### config.mk
export PLATFORM = sky130hd
export DESIGN_NAME = m2a_scal
export DESIGN_NICKNAME = d
export VERILOG_FILES = /design/src/hdl/m2a_pkg.sv /design/src/hdl/m2a_scal.sv
export SDC_FILE = /design/constraint.sdc
export NUM_CORES = 2
export LEC_CHECK = 0
export BUFFER_PORTS_ARGS = -buffer_cell sky130_fd_sc_hd__buf_2
export CAP_MARGIN = 20
export CORE_AREA = 2 2 316 318
export DETAILED_ROUTE_END_ITERATION = 12
export DIE_AREA = 0 0 318 320
export GPL_ROUTABILITY_DRIVEN = 1
export GPL_TIMING_DRIVEN = 0
export MAX_ROUTING_LAYER = met4
export PLACE_DENSITY = 0.91
export SETUP_SLACK_MARGIN = 0.02
export SLEW_MARGIN = 20
export SYNTH_ARGS = -nofsm -noshare
export SYNTH_HDL_FRONTEND = slang
export SYNTH_SLANG_ARGS = --single-unit
### constraint.sdc
create_clock -name aclk -period 16.5 [get_ports aclk]
set_input_delay 0.825 -clock aclk [delete_from_list [all_inputs] [get_ports aclk]]
set_output_delay 0.825 -clock aclk [all_outputs]
set_load 0.02 [all_outputs]
### src/hdl/m2a_pkg.sv
`default_nettype none

package m2a_pkg;

    localparam int ELEMENT_BITS  = 16;
    localparam int FRACTION_BITS = 8;

    localparam int E   = ELEMENT_BITS;
    localparam int F   = FRACTION_BITS;
    // Product of two operands that may carry one extra bit (negated adjugate entries).
    localparam int PW  = 2 * E + 2;
    // Sum of two products.
    localparam int SW  = PW + 1;
    // Signed determinant.
    localparam int DTW = 2 * E + 1;
    // Determinant magnitude.
    localparam int DW  = 2 * E;
    // Dividend magnitude and quotient width.
    localparam int NW  = 2 * E + F;
    // Signed quotient.
    localparam int QW  = NW + 1;
    // Signed dividend before its magnitude is taken.
    localparam int NSW = SW + F;
    // Stages from the input register to the last divider step.
    localparam int NS  = 4 + NW;
    localparam int LANES = 4;

    typedef enum logic [3:0] {
        OP_ADD   = 4'd0,
        OP_SUB   = 4'd1,
        OP_MUL   = 4'd2,
        OP_DIV   = 4'd3,
        OP_SCALE = 4'd4,
        OP_TRANS = 4'd5,
        OP_INV   = 4'd6,
        OP_DET   = 4'd7,
        OP_TRACE = 4'd8,
        OP_IDENT = 4'd9
    } op_t;

    typedef struct packed {
        logic [3:0]          opcode;
        logic signed [E-1:0] a_row0_col0;
        logic signed [E-1:0] a_row0_col1;
        logic signed [E-1:0] a_row1_col0;
        logic signed [E-1:0] a_row1_col1;
        logic signed [E-1:0] b_row0_col0;
        logic signed [E-1:0] b_row0_col1;
        logic signed [E-1:0] b_row1_col0;
        logic signed [E-1:0] b_row1_col1;
        logic signed [E-1:0] scale_factor;
    } in_t;

    typedef struct packed {
        logic signed [E-1:0] r_row0_col0;
        logic signed [E-1:0] r_row0_col1;
        logic signed [E-1:0] r_row1_col0;
        logic signed [E-1:0] r_row1_col1;
        logic signed [E-1:0] scalar_out;
        logic                overflow_flag;
        logic                singular_flag;
    } out_t;

    typedef struct packed {
        op_t                 op;
        logic signed [E:0]   x0;
        logic signed [E:0]   y0;
        logic signed [E:0]   x1;
        logic signed [E:0]   y1;
        logic signed [E+1:0] direct;
        logic signed [E:0]   adjv;
    } lane_in_t;

    typedef struct packed {
        logic signed [E-1:0] val;
        logic                ovf;
    } lane_res_t;

    typedef struct packed {
        op_t                 op;
        logic signed [E-1:0] m00;
        logic signed [E-1:0] m01;
        logic signed [E-1:0] m10;
        logic signed [E-1:0] m11;
        logic signed [E:0]   trace;
    } scal_in_t;

    typedef struct packed {
        op_t                  op;
        logic                 sing;
        logic signed [DTW-1:0] sc;
    } scal_res_t;

    localparam logic signed [E+1:0] ONE_Q = (E + 2)'(1 << F);

    // Division by 2^F, truncated toward zero.
    function automatic logic signed [SW-1:0] trunc_f(input logic signed [SW-1:0] v);
        logic signed [SW-1:0] rnd;
        begin
            rnd = SW'((1 << F) - 1);
            if (v < 0) begin
                trunc_f = (v + rnd) >>> F;
            end else begin
                trunc_f = v >>> F;
            end
        end
    endfunction

    // Clamp to the element range; the top bit of the result is the overflow flag.
    function automatic logic [E:0] sat_elem(input logic signed [QW-1:0] v);
        logic signed [QW-1:0] maxv;
        logic signed [QW-1:0] minv;
        begin
            maxv = QW'((64'sd1 <<< (E - 1)) - 64'sd1);
            minv = -QW'(64'sd1 <<< (E - 1));
            if (v > maxv) begin
                sat_elem = {1'b1, maxv[E-1:0]};
            end else if (v < minv) begin
                sat_elem = {1'b1, minv[E-1:0]};
            end else begin
                sat_elem = {1'b0, v[E-1:0]};
            end
        end
    endfunction

endpackage

`default_nettype wire

### src/hdl/m2a_scal.sv
`default_nettype none

module m2a_scal
    import m2a_pkg::*;
(
    input  wire logic                  aclk,
    input  wire logic [NS-2:0]         adv,
    input  wire scal_in_t              sin,
    output logic signed [DTW-1:0]      det,
    output scal_res_t                  sres
);

    op_t                   op1_reg, op2_reg;
    logic signed [DW-1:0]  q0_reg, q1_reg;
    logic signed [DTW-1:0] det_reg;
    logic signed [E:0]     tr1_reg, tr2_reg;

    op_t                   op_reg  [NW+1];
    logic                  sing_reg[NW+1];
    logic signed [DTW-1:0] sc_reg  [NW+1];

    logic                  sing_next;
    logic signed [DTW-1:0] sc_next;
    logic signed [SW-1:0]  det_t;

    always_comb begin
        det_t = trunc_f(SW'(det_reg));
        sing_next = (det_reg == '0) && ((op2_reg == OP_DIV) || (op2_reg == OP_INV));
        if (op2_reg == OP_DET) begin
            sc_next = DTW'(det_t);
        end else if (op2_reg == OP_TRACE) begin
            sc_next = DTW'(tr2_reg);
        end else begin
            sc_next = '0;
        end
    end

    always_ff @(posedge aclk) begin
        if (adv[0]) begin
            op1_reg <= sin.op;
            q0_reg  <= sin.m00 * sin.m11;
            q1_reg  <= sin.m01 * sin.m10;
            tr1_reg <= sin.trace;
        end
        if (adv[1]) begin
            op2_reg <= op1_reg;
            det_reg <= DTW'(q0_reg) - DTW'(q1_reg);
            tr2_reg <= tr1_reg;
        end
        if (adv[2]) begin
            op_reg[0]   <= op2_reg;
            sing_reg[0] <= sing_next;
            sc_reg[0]   <= sc_next;
        end
        for (int k = 0; k < NW; k++) begin
            if (adv[3+k]) begin
                op_reg[k+1]   <= op_reg[k];
                sing_reg[k+1] <= sing_reg[k];
                sc_reg[k+1]   <= sc_reg[k];
            end
        end
    end

    assign det       = det_reg;
    assign sres.op   = op_reg[NW];
    assign sres.sing = sing_reg[NW];
    assign sres.sc   = sc_reg[NW];

endmodule

`default_nettype wire

==> results.toml <==
[critical_path]
critPathKind = "input pin to flop"
worstPathRequired_ps = 17020
critPathMaxFanout = 10
cp-start-kind = "input pin"
worstSetupEndpointType = "flop"
worstPathArrival_ps = 8200

[synthesis]
synth_nets = 4830
synth_cells = 3980
syn_area_um2 = 64600
syn_avg_cell_area_um2 = 16.2
synth-seq-cells = 1410
seq_area_frac_synth_pct = 65.5
async_reset_ff_share_pct = 0
synthTopCellsByArea = "edfxtp_1, fa_1, ha_1"
yosysMostFrequentCell = "edfxtp_1"
synth_top_cell_by_area = "edfxtp_1"
synth_flop_cell = "edfxtp_1"
synth_edf_count = 1410
yosysWarnings = 0
netlist_top_cells_count = "edfxtp_1, inv_1, fa_1"
ys_types = 71
yosys.area.top_type_share_pct = 65.5

[sta]
drv_slew = 0
rsz0062_at_grt = "no"
finalHoldViolCount = 0
finalCriticalPeriod_ps = 7680
period_share_pct = 46.5
slew_headroom_pct = 31.3
finalSetupTns_ps = 0
worst_pin_slew_ps = 1030
fin_worst_skew_ps = 64.9
setup_viol = 0
fmax_mhz = 130

[floorplan]
core_um2 = 98000
die_w_um = 318
die_h_um = 320
fp.dieArea_um2 = 102000
num_rows = 115
io_pins = 200
start_util_pct = 65.9

[global_routing]
antenna_found_initial = 23
grt_pass1_vias = 35600
grt-ovfl-total = 0
grt_start_max_net_pins = 59
grt_pass1_wl_mm = 223
grt_usage_pct = 30.9

[drt]
first_pass_iters = 6
route.detailed.drc = 0
viasPerCell = 5.86
first_iter_violations = 3422
dr_total_vias = 33400
drtAntennaViolNets = 0
wl_per_cell_um = 26.0
drt_wl_total_mm = 148

[run]
cap_violations = 0

[min_path]
hold_path_class = "input pin to flop"

[clocking]
insertion_delay_ps = 730
cts-htree-levels = 3
clock_path_buffers = 3
clock-root-buffer = "clkbuf_16"
cts_resized = 0
cts.hold.buffers_added = 0
postCtsSetupRepairBufs = 0
cts_tree = "built"
clk_pin_slew_ps = 70
clkSinkCount = 1410
numCtsBuffers = 121

[final_layout]
largest_reg_flops = 1066
fill_cells = 5659
syn_to_final_growth_pct = 10.5
multiInputGateArea_um2 = 19400
fin_nets = 5154
regArea_um2 = 42300
drive_above_1_share_pct = 9.90

[placement]
gp_congestion = 0.941
port_buffers = 199
place_hpwl_mm = 98.7

[status]
outcome = "finished, final reports clean"
## worst max-delay path, stage by stage
cell and delay (ps):
buf_2 160, clkbuf_1 550, nand2_1 210, inv_1 180, fa_1 550, fa_1 940, fa_1 550, fa_1 520
fa_1 500, inv_1 60, fa_1 490, inv_1 40, ha_1 360, a21o_1 230, a211oi_1 310, nor2_1 100
o211ai_1 230, nand2_1 120, o41ai_1 760, nor2_1 170, a211oi_1 330
## cell usage in the layout (no fill, tap or decap), types with 10 or more instances in the layout
cell / count
clkbuf_1: 89
fa_1: 525
a21oi_1: 68
clkbuf_16: 121
ha_1: 196
xor2_1: 28
and2_1: 249
a211oi_1: 15
nand2_1: 306
diode_2: 19
clkinv_2: 21
clkinv_1: 27
nand3_1: 20
edfxtp_1: 1410
o21a_1: 10
inv_1: 611
nand4_1: 11
and3_1: 13
nand2b_1: 11
a21o_1: 37
buf_4: 40
nor4_1: 10
buf_2: 198
bufinv_16: 16
a31oi_1: 10
o21ai_0: 60
xnor2_1: 84
nor2_1: 74
nor3_1: 25
## kinds of logic (layout without fill, tap and decap cells)
| kind of cell | Yosys count | count (layout) | synth area share [%] |
|---|---|---|---|
| flops | 1410 | 1410 | 65.5 |
| simple gates | 751 | 751 | 5.79 |
| fa+ha+maj | 721 | 721 | 20.1 |
| buf+inv | 721 | 1145 | 4.44 |
| compound gates | 264 | 264 | 2.63 |
| xor+xnor | 112 | 112 | 1.52 |
| mux | 1 | 1 | 0.0155 |
| other cells | 0 | 19 | 0 |
## per-layer routing
| layer | global-route usage (%) | vias up | share of wire, % |
|---|---|---|---|
| met3 | 4.69 | 356 | 7.2 |
| met4 | 10.9 | 0 | 4.0 |
| met2 | 53.4 | 1712 | 53 |
| met1 | 37.6 | 17200 | 36 |
| li1 | - | 14200 | - |
| met5 | - | - | 0 |
## cell type report
type,count,area share [%]
antenna,19,0.0666
timing repair buffer,201,1.45
clock buffer,144,4.36
inverter,611,3.21
multi-input combinational,1849,27.2
sequential,1410,59.3
buffer,110,0.801
tap,1287,2.26
clock inverter,79,1.32
## stage by stage
stage	utilization, %	setup WS, ps	area, um^2	instances	hold slack [ps]
finish	72.8	8820	71400	5710	264
global route	72.8	8690	71300	5706	231
CTS	72.8	8990	71300	5691	229
detailed placement	68.6	8490	67200	5468	405
global placement	68.6	8680	67200	5466	400
floorplan	-	9820	64600	3980	400
## path summary, 6_finish.rpt
path	startpoint	depth (start not counted)	endpoint	slack, ps
setup / recovery	sin[18]	21	q0_reg[31]$_DFFE_PP_	8820
hold / removal	sin[8]	1	tr1_reg[8]$_DFFE_PP_	260
setup reg to reg	q0_reg[0]$_DFFE_PP_	11	det[14]$_DFFE_PP_	13160
hold reg to reg	sc_reg[0][88]$_DFFE_PP_	0	sc_reg[0][121]$_DFFE_PP_	350
Power is left out: the tool's default activity adds up to more than one toggle a clock period on the data nets, which glitch-free logic cannot reach.
